==> src/hdl/bcc_pkg.sv <==
// Shared types and constants of the button click classifier.
// Used by bcc_core, button_click_classifier_unit, bcc_checker and testbench; no dependencies.
package bcc_pkg;

   localparam int TIMER_WIDTH = 16;
   localparam int CFG_WIDTH   = 16;
   localparam int CMP_WIDTH   = (TIMER_WIDTH > CFG_WIDTH) ? TIMER_WIDTH : CFG_WIDTH;
   localparam int CSR_IDX_WIDTH = 3;
   localparam int EVENT_WIDTH = 3;
   localparam int COUNT_WIDTH = 8;

   typedef logic [TIMER_WIDTH-1:0]   timer_type;
   typedef logic [CFG_WIDTH-1:0]     cfg_type;
   typedef logic [CMP_WIDTH-1:0]     cmp_type;
   typedef logic [CSR_IDX_WIDTH-1:0] csr_idx_type;
   typedef logic [EVENT_WIDTH-1:0]   event_type;
   typedef logic [COUNT_WIDTH-1:0]   count_type;

   localparam timer_type TIMER_MAX = {TIMER_WIDTH{1'b1}};
   localparam count_type COUNT_MAX = {COUNT_WIDTH{1'b1}};

   // register indexes
   localparam csr_idx_type CSR_DEBOUNCE  = 3'd0;
   localparam csr_idx_type CSR_HOLD      = 3'd1;
   localparam csr_idx_type CSR_REPEAT    = 3'd2;
   localparam csr_idx_type CSR_MIN_CLICK = 3'd3;
   localparam csr_idx_type CSR_IDLE      = 3'd4;

   // reset values
   localparam cfg_type DEBOUNCE_RST  = 16'd50;
   localparam cfg_type HOLD_RST      = 16'd1000;
   localparam cfg_type REPEAT_RST    = 16'd400;
   localparam cfg_type MIN_CLICK_RST = 16'd150;

   // event codes
   localparam event_type EV_NONE   = 3'd0;
   localparam event_type EV_SINGLE = 3'd1;
   localparam event_type EV_DOUBLE = 3'd2;
   localparam event_type EV_TRIPLE = 3'd3;
   localparam event_type EV_HOLD   = 3'd4;

   typedef struct packed {
      event_type event_code;
      logic      pressed;
   } result_type;

endpackage

==> src/hdl/bcc_core.sv <==
// Debounce, press timing and click classification state of the classifier.
// Holds the configuration registers; result is combinational from state and pin.
// Depends on bcc_pkg.
module bcc_core (
   input  logic                 clock,
   input  logic                 reset,
   input  logic                 step,
   input  logic                 pin_level,
   input  logic                 csr_write_enable,
   input  bcc_pkg::csr_idx_type csr_index,
   input  bcc_pkg::cfg_type     csr_write_data,
   output bcc_pkg::result_type  result
);
   import bcc_pkg::*;

   cfg_type   debounce_ticks_ff, hold_ticks_ff, repeat_ticks_ff, min_click_ticks_ff;
   logic      idle_level_ff;

   logic      stable_level_ff, stable_level_in;
   cfg_type   debounce_count_ff, debounce_count_in;
   logic      debounce_active_ff, debounce_active_in;
   timer_type since_press_ff, since_press_in;
   timer_type hold_timer_ff, hold_timer_in;
   logic      hold_armed_ff, hold_armed_in;
   timer_type press_length_ff, press_length_in;
   count_type press_count_ff, press_count_in;
   logic      release_ready_ff, release_ready_in;
   logic      count_restart_ff, count_restart_in;
   logic      hold_seen_ff, hold_seen_in;
   event_type event_in;

   function automatic timer_type sat_inc(input timer_type v);
      sat_inc = (v == TIMER_MAX) ? v : v + 1'b1;
   endfunction

   always_ff @(posedge clock) begin
      if (reset) begin
         debounce_ticks_ff  <= DEBOUNCE_RST;
         hold_ticks_ff      <= HOLD_RST;
         repeat_ticks_ff    <= REPEAT_RST;
         min_click_ticks_ff <= MIN_CLICK_RST;
         idle_level_ff      <= 1'b0;
      end else if (csr_write_enable) begin
         unique case (csr_index)
            CSR_DEBOUNCE:  debounce_ticks_ff  <= csr_write_data;
            CSR_HOLD:      hold_ticks_ff      <= csr_write_data;
            CSR_REPEAT:    repeat_ticks_ff    <= csr_write_data;
            CSR_MIN_CLICK: min_click_ticks_ff <= csr_write_data;
            CSR_IDLE:      idle_level_ff      <= csr_write_data[0];
            default: ;
         endcase
      end
   end

   always_comb begin
      stable_level_in    = stable_level_ff;
      debounce_count_in  = debounce_count_ff;
      debounce_active_in = debounce_active_ff;
      hold_armed_in      = hold_armed_ff;
      press_length_in    = press_length_ff;
      press_count_in     = press_count_ff;
      release_ready_in   = release_ready_ff;
      count_restart_in   = count_restart_ff;
      hold_seen_in       = hold_seen_ff;
      event_in           = EV_NONE;

      since_press_in = sat_inc(since_press_ff);
      hold_timer_in  = hold_armed_ff ? sat_inc(hold_timer_ff) : hold_timer_ff;

      // debounce: re-check the pin once the count has run out
      if (!debounce_active_ff && (pin_level != stable_level_ff)) begin
         debounce_active_in = 1'b1;
         debounce_count_in  = '0;
      end
      if (debounce_active_in) begin
         if (debounce_count_in >= debounce_ticks_ff) begin
            debounce_active_in = 1'b0;
            debounce_count_in  = '0;
            if (pin_level != stable_level_ff) begin
               stable_level_in = ~stable_level_ff;
               if (stable_level_in == idle_level_ff) begin
                  press_length_in  = since_press_in;
                  release_ready_in = 1'b1;
                  hold_armed_in    = 1'b0;
               end else begin
                  since_press_in   = '0;
                  hold_timer_in    = '0;
                  hold_armed_in    = 1'b1;
                  hold_seen_in     = 1'b0;
                  press_length_in  = '0;
                  release_ready_in = 1'b0;
                  if (count_restart_ff) begin
                     press_count_in   = count_type'(1);
                     count_restart_in = 1'b0;
                  end else if (press_count_ff != COUNT_MAX) begin
                     press_count_in = press_count_ff + 1'b1;
                  end
               end
            end
         end else begin
            debounce_count_in = debounce_count_in + 1'b1;
         end
      end

      if (hold_armed_in && !release_ready_in &&
          (cmp_type'(hold_timer_in) > cmp_type'(hold_ticks_ff))) begin
         event_in      = EV_HOLD;
         hold_timer_in = '0;
         hold_seen_in  = 1'b1;
      end

      if (release_ready_in && !hold_seen_in &&
          (cmp_type'(since_press_in) > cmp_type'(repeat_ticks_ff))) begin
         release_ready_in = 1'b0;
         count_restart_in = 1'b1;
         case (press_count_in)
            count_type'(1): begin
               if (cmp_type'(press_length_in) > cmp_type'(min_click_ticks_ff))
                  event_in = EV_SINGLE;
            end
            count_type'(2): event_in = EV_DOUBLE;
            count_type'(3): event_in = EV_TRIPLE;
            default: ;
         endcase
      end
   end

   always_ff @(posedge clock) begin
      if (reset) begin
         stable_level_ff    <= 1'b0;
         debounce_count_ff  <= '0;
         debounce_active_ff <= 1'b0;
         since_press_ff     <= '0;
         hold_timer_ff      <= '0;
         hold_armed_ff      <= 1'b0;
         press_length_ff    <= '0;
         press_count_ff     <= '0;
         release_ready_ff   <= 1'b0;
         count_restart_ff   <= 1'b0;
         hold_seen_ff       <= 1'b0;
      end else if (step) begin
         stable_level_ff    <= stable_level_in;
         debounce_count_ff  <= debounce_count_in;
         debounce_active_ff <= debounce_active_in;
         since_press_ff     <= since_press_in;
         hold_timer_ff      <= hold_timer_in;
         hold_armed_ff      <= hold_armed_in;
         press_length_ff    <= press_length_in;
         press_count_ff     <= press_count_in;
         release_ready_ff   <= release_ready_in;
         count_restart_ff   <= count_restart_in;
         hold_seen_ff       <= hold_seen_in;
      end
   end

   assign result.event_code = event_in;
   assign result.pressed    = stable_level_in ^ idle_level_ff;

endmodule

==> src/hdl/button_click_classifier_unit.sv <==
// Button click classifier: one tick sample in, one event/pressed transaction out.
// An accepted sample's result is registered in the output buffer. Throughput: 1
// sample per cycle while req_stall is low, as bcc_core updates its state on each
// accepted sample; a two-entry output buffer keeps input flowing while a result
// waits. Synchronous active-high reset restores the register defaults and clears all
// timers, counters and the output buffer. Depends on bcc_pkg and bcc_core.
module button_click_classifier_unit (
   input  logic                 clock,
   input  logic                 reset,
   input  logic                 req_valid,
   output logic                 req_stall,
   input  logic                 req_pin_level,
   output logic                 rsp_valid,
   input  logic                 rsp_stall,
   output bcc_pkg::event_type   rsp_event_code,
   output logic                 rsp_pressed,
   input  logic                 csr_write_enable,
   input  bcc_pkg::csr_idx_type csr_index,
   input  bcc_pkg::cfg_type     csr_write_data
);
   import bcc_pkg::*;

   logic       req_accept, out_free;
   result_type core_result;
   logic       out_valid_ff, skid_valid_ff;
   result_type out_data_ff, skid_data_ff;

   assign req_stall  = skid_valid_ff;
   assign req_accept = req_valid && !req_stall;
   assign out_free   = !out_valid_ff || !rsp_stall;

   bcc_core u_core (
      .clock            (clock),
      .reset            (reset),
      .step             (req_accept),
      .pin_level        (req_pin_level),
      .csr_write_enable (csr_write_enable),
      .csr_index        (csr_index),
      .csr_write_data   (csr_write_data),
      .result           (core_result)
   );

   always_ff @(posedge clock) begin
      if (reset) begin
         out_valid_ff  <= 1'b0;
         skid_valid_ff <= 1'b0;
      end else if (out_free) begin
         if (skid_valid_ff) begin
            out_valid_ff  <= 1'b1;
            skid_valid_ff <= 1'b0;
         end else begin
            out_valid_ff <= req_accept;
         end
      end else if (req_accept) begin
         skid_valid_ff <= 1'b1;
      end
   end

   always_ff @(posedge clock) begin
      if (out_free) begin
         out_data_ff <= skid_valid_ff ? skid_data_ff : core_result;
      end else if (req_accept) begin
         skid_data_ff <= core_result;
      end
   end

   assign rsp_valid      = out_valid_ff;
   assign rsp_event_code = out_data_ff.event_code;
   assign rsp_pressed    = out_data_ff.pressed;

   a_skid_behind_out: assert property (@(posedge clock) disable iff (reset)
      skid_valid_ff |-> out_valid_ff)
      else $error("skid entry without output entry");

   a_event_range: assert property (@(posedge clock) disable iff (reset)
      rsp_valid |-> (rsp_event_code <= EV_HOLD))
      else $error("event code out of range");

   a_no_loss: assert property (@(posedge clock) disable iff (reset)
      (out_valid_ff && rsp_stall && req_accept) |=> (skid_valid_ff && out_valid_ff))
      else $error("transaction dropped while output stalled");

endmodule

==> config.mk <==
export PLATFORM = sky130hd
export DESIGN_NAME = button_click_classifier_unit
export DESIGN_NICKNAME = d
export VERILOG_FILES = /design/src/hdl/bcc_pkg.sv /design/src/hdl/bcc_core.sv /design/src/hdl/button_click_classifier_unit.sv
export SDC_FILE = /design/constraint.sdc
export NUM_CORES = 1
export LEC_CHECK = 0
export BUFFER_PORTS_ARGS = -buffer_cell sky130_fd_sc_hd__buf_2
export CAP_MARGIN = 20
export CORE_MARGIN = 5
export CORE_UTILIZATION = 47
export CTS_CLUSTER_SIZE = 40
export DETAILED_ROUTE_END_ITERATION = 16
export GPL_ROUTABILITY_DRIVEN = 0
export PLACE_DENSITY_LB_ADDON = 0.12
export SLEW_MARGIN = 40
export SYNTH_ARGS = -nofsm -noshare
export SYNTH_HDL_FRONTEND = slang
export SYNTH_SLANG_ARGS = --single-unit
==> constraint.sdc <==
create_clock -name clock -period 6.5 [get_ports clock]
set_input_delay 1.3 -clock clock [delete_from_list [all_inputs] [get_ports clock]]
set_output_delay 1.3 -clock clock [all_outputs]
set_load 0.01 [all_outputs]
==> metrics.csv <==
metric;value;unit
critPathCaptureType;flip-flop;
cts-root-buf;clkbuf_16;
synthSimpleGateAreaFrac;26.8;%
viasPerCell;5.63;
dp_cells;1451;
worst_ep_required_time;6.75;ns
clock_skew;0.0104;ns
yosys.area_share.adder;9.24;%
fin_crit;5.94;ns
wl;24.9;mm
yosysUniqueCellTypes;62;
swShare;24.5;%
synth_area_leader_cell;dfxtp_1;
startpoint;req_pin_level;
syn_area;0.00908;mm^2
cts_tree;built;
max-vdd-ir-drop;0.193;mV
power.internal;0.00164;W
start_util;48.2;%
crit_chain;buf_2, xor2_1, nand2b_1, and2_1, ha_1, nand4_1, nor3_1, o21ai_0, nor2_1, a21o_2, buf_4, nor2_1, ha_1, nand4_1, nor3_1, o311a_1, o31a_1, o21ai_0, nor4_1, o2111ai_1, o31ai_1;
wl_per_cell;16.8;um
clkLatencyLatePin;0.43;ns
fin_ws;0.556;ns
synthMuxAreaShare;1.03;%
first_global_vias;7782;
synth_area_leaders;dfxtp_1 32%, ha_1 9.2%, nand2_1 8.7%;
cts_num_sinks;153;
io_buffers;30;
post-route-util;53.6;%
yosysWarningCount;0;
crit_type;in2reg;
num_vias;8350;
status;completed;
synth-xor-area-share;2.40;%
comb_power_share;7.8;%
relSlewSlack;51.8;%
rows;50;
hold_start;u_core.repeat_ticks_ff[9]$_SDFFE_PP0P_;
synth-async-reset-ratio;0;%
syn_inst;1204;
setup_viol;0;
clk_path_buf_depth;2;
maxCapViolations;0;
postRouteAntennaNets;0;
fmax;168;MHz
finalSetupTns;0;ns
cts_setup_buffers;0;
rsz0062_at_grt;false;
critPathBufInv;2;
synth_seq_cells;153;
ios;31;
grt_first_pass_wirelength;40.8;mm
grt_overflow_total;0;
crit_family;simple AND/OR/NAND/NOR gates;
numCtsBuffers;17;
cpMaxStageDelayCell;nor3_1;
clk_pin_slew;0.06;ns
synth_seq_area_share;34.6;%
dieHeight;149;um
syn_area_per_cell;7.54;um^2
path_max_fanout;18;
synth_top_family_by_area;simple AND/OR/NAND/NOR gates;
r2r-start;u_core.stable_level_ff$_SDFFE_PP0P_;
diodes;0;
fin_crit_sh;91.4;%
whs;0.456;ns
powerDensity;215;mW/mm^2
grt_use_total;22.9;%
areaGrowthSynthToFinish;11.2;%
die_w;149;um
p_seq_share;44.9;%
stdcell_count;1483;
synth_top_cell_area_share;32.0;%
post-place-ws;0.0588;ns
drv_slew;0;
start_kind;input port;
synth_ff_type;dfxtp_1;
coreArea;0.0188;mm^2
antenna_found_initial;0;
p_leak;3.94;nW
grt_max_degree;77;
drc_errors;0;
cpPeakStageDelay;0.43;ns
critPathArrivalTime;6.20;ns
layout-drive-gt1-share;8.42;%
tightest_slew;0.723;ns
synth_edf_count;8;
switching_power;0.000532;W
clockPowerShare;47.3;%
hold_viol;0;
synth-compound-area-share;19.7;%
die_area;0.0222;mm^2
dr.pass1.iters;7;
min_path_type;reg2reg;
detailedPlacementHpwl;18.1;mm
synth_nets;1296;
nNetsFinal;1303;
cts_max_level;4;
drt_iter0_markers;717;
[worst reg2reg max path, delay by kind of cell (launching register included)]
kind	cells	cell delay (ns)
DFF	1	0.51
and+or+nand+nor	9	2.03
AOI/OAI and AO/OA	7	1.57
buffers and inverters	1	0.29
xor gates and xnor gates	1	0.22
adders and majority gates	2	0.63
[logic make-up after synthesis]
group / Yosys count
AO/OA/AOI/OAI: 291
multiplexers: 9
flip-flops: 153
buffers and inverters: 144
XOR/XNOR: 24
adder cells (fa/ha/maj): 67
AND/OR/NAND/NOR: 516
[metal layers]
layer / part of all wire, % / up-vias / GRT usage (%)
met4: 1.3 / 0 / 5.49
met5: 0 / - / 0
li1: - / 4231 / -
met2: 44 / 182 / 35.8
met1: 50 / 3914 / 33.1
met3: 4.4 / 23 / 3.89
[power groups by stage]
stage / sequential [W] / combinational (W) / clock, W
4_1_cts: 0.000977 / 0.000168 / 0.00104
2_1_floorplan: 0.000994 / 0.000112 / 0
6_report: 0.000977 / 0.000170 / 0.00103
3_5_place_dp: 0.000998 / 0.000167 / 0
3_3_place_gp: 0.000997 / 0.000166 / 0
5_1_grt: 0.000979 / 0.000190 / 0.00108
[worst paths after layout]
kind                                            end  slack [ns]  cells past startpoint
min reg2reg  u_core.repeat_ticks_ff[9]$_SDFFE_PP0P_        0.46                      2
min          u_core.repeat_ticks_ff[9]$_SDFFE_PP0P_        0.46                      2
max                     rsp_event_code[1]$_DFFE_PP_        0.56                     21
max reg2reg             rsp_event_code[1]$_DFFE_PP_        1.07                     20
[registers in the layout, indices dropped and copies added (netlist names), 3 cells and up]
register and count:
u_core.hold_timer_ff 16, u_core.min_click_ticks_ff 16, u_core.press_count_ff 8, skid_data_ff 4
u_core.debounce_count_ff 16, u_core.press_length_ff 16, u_core.since_press_ff 16, u_core.hold_ticks_ff 16
rsp_event_code 3, u_core.repeat_ticks_ff 16, u_core.debounce_ticks_ff 16
[metrics by stage]
step | power, W | instance area, um^2
floorplan | 0.00111 | 9080
global placement | 0.00116 | 9460
CTS | 0.00219 | 10100
global route | 0.00225 | 10100
finish | 0.00218 | 10100
detailed placement | 0.00116 | 9470
[cell type report]
type | instances | area [um^2]
clock buffer | 23 | 500
clock inverter | 8 | 108
timing repair buffer | 53 | 338
sequential | 153 | 3140
fill | 1838 | 8730
tap | 260 | 325
inverter | 79 | 297
multi-input combinational | 907 | 5390
[cells in the final DEF (no fill, tap or decap), types with 9 or more instances in the layout]
cell type,instances
nand2_1,210
dfxtp_1,145
a21oi_1,134
nor2_1,103
inv_1,79
ha_1,67
o21ai_0,43
nand3_1,36
nor3_1,33
buf_2,29
buf_4,23
nand4_1,22
clkbuf_16,19
and2_1,17
a211oi_1,16
or3_1,16
xor2_1,14
o31ai_1,13
a22o_1,13
nand2b_1,11
nand3b_1,11
a211o_1,11
nor4_1,9
xnor2_1,9
and3_1,9
a21o_1,9
[synthesized netlist by cell type (4+ instances only)]
library cell    n
dfxtp_1       145
o31ai_1        13
nor2b_1         4
clkbuf_1       52
buf_1           7
or3b_2          5
a31oi_1         7
a21oi_1       134
o21a_1          6
edfxtp_1        8
or3_1          16
nand2_1       210
o22ai_1         4
inv_1          79
nand3_1        36
and3_1          9
o211ai_1        4
a311oi_1        5
ha_1           67
or4_1           8
a21o_1         10
a211o_1        11
nor4_1          9
a211oi_1       16
mux2i_1         6
nand4_1        22
or2_2           6
xor2_1         14
nor2_1        104
and2_1         17
xnor2_1         9
a22o_1         13
and4_1          8
nor3_1         33
nand3b_1       11
o21ai_0        43
nand2b_1       12
[timing repair]
item | in CTS | in global routing
hold endpoints to repair | 0 | 0
setup endpoints to repair | 0 | 2
gates resized for setup | 0 | 1
hold buffers | 0 | 0
(Power assumes the default switching activity.)
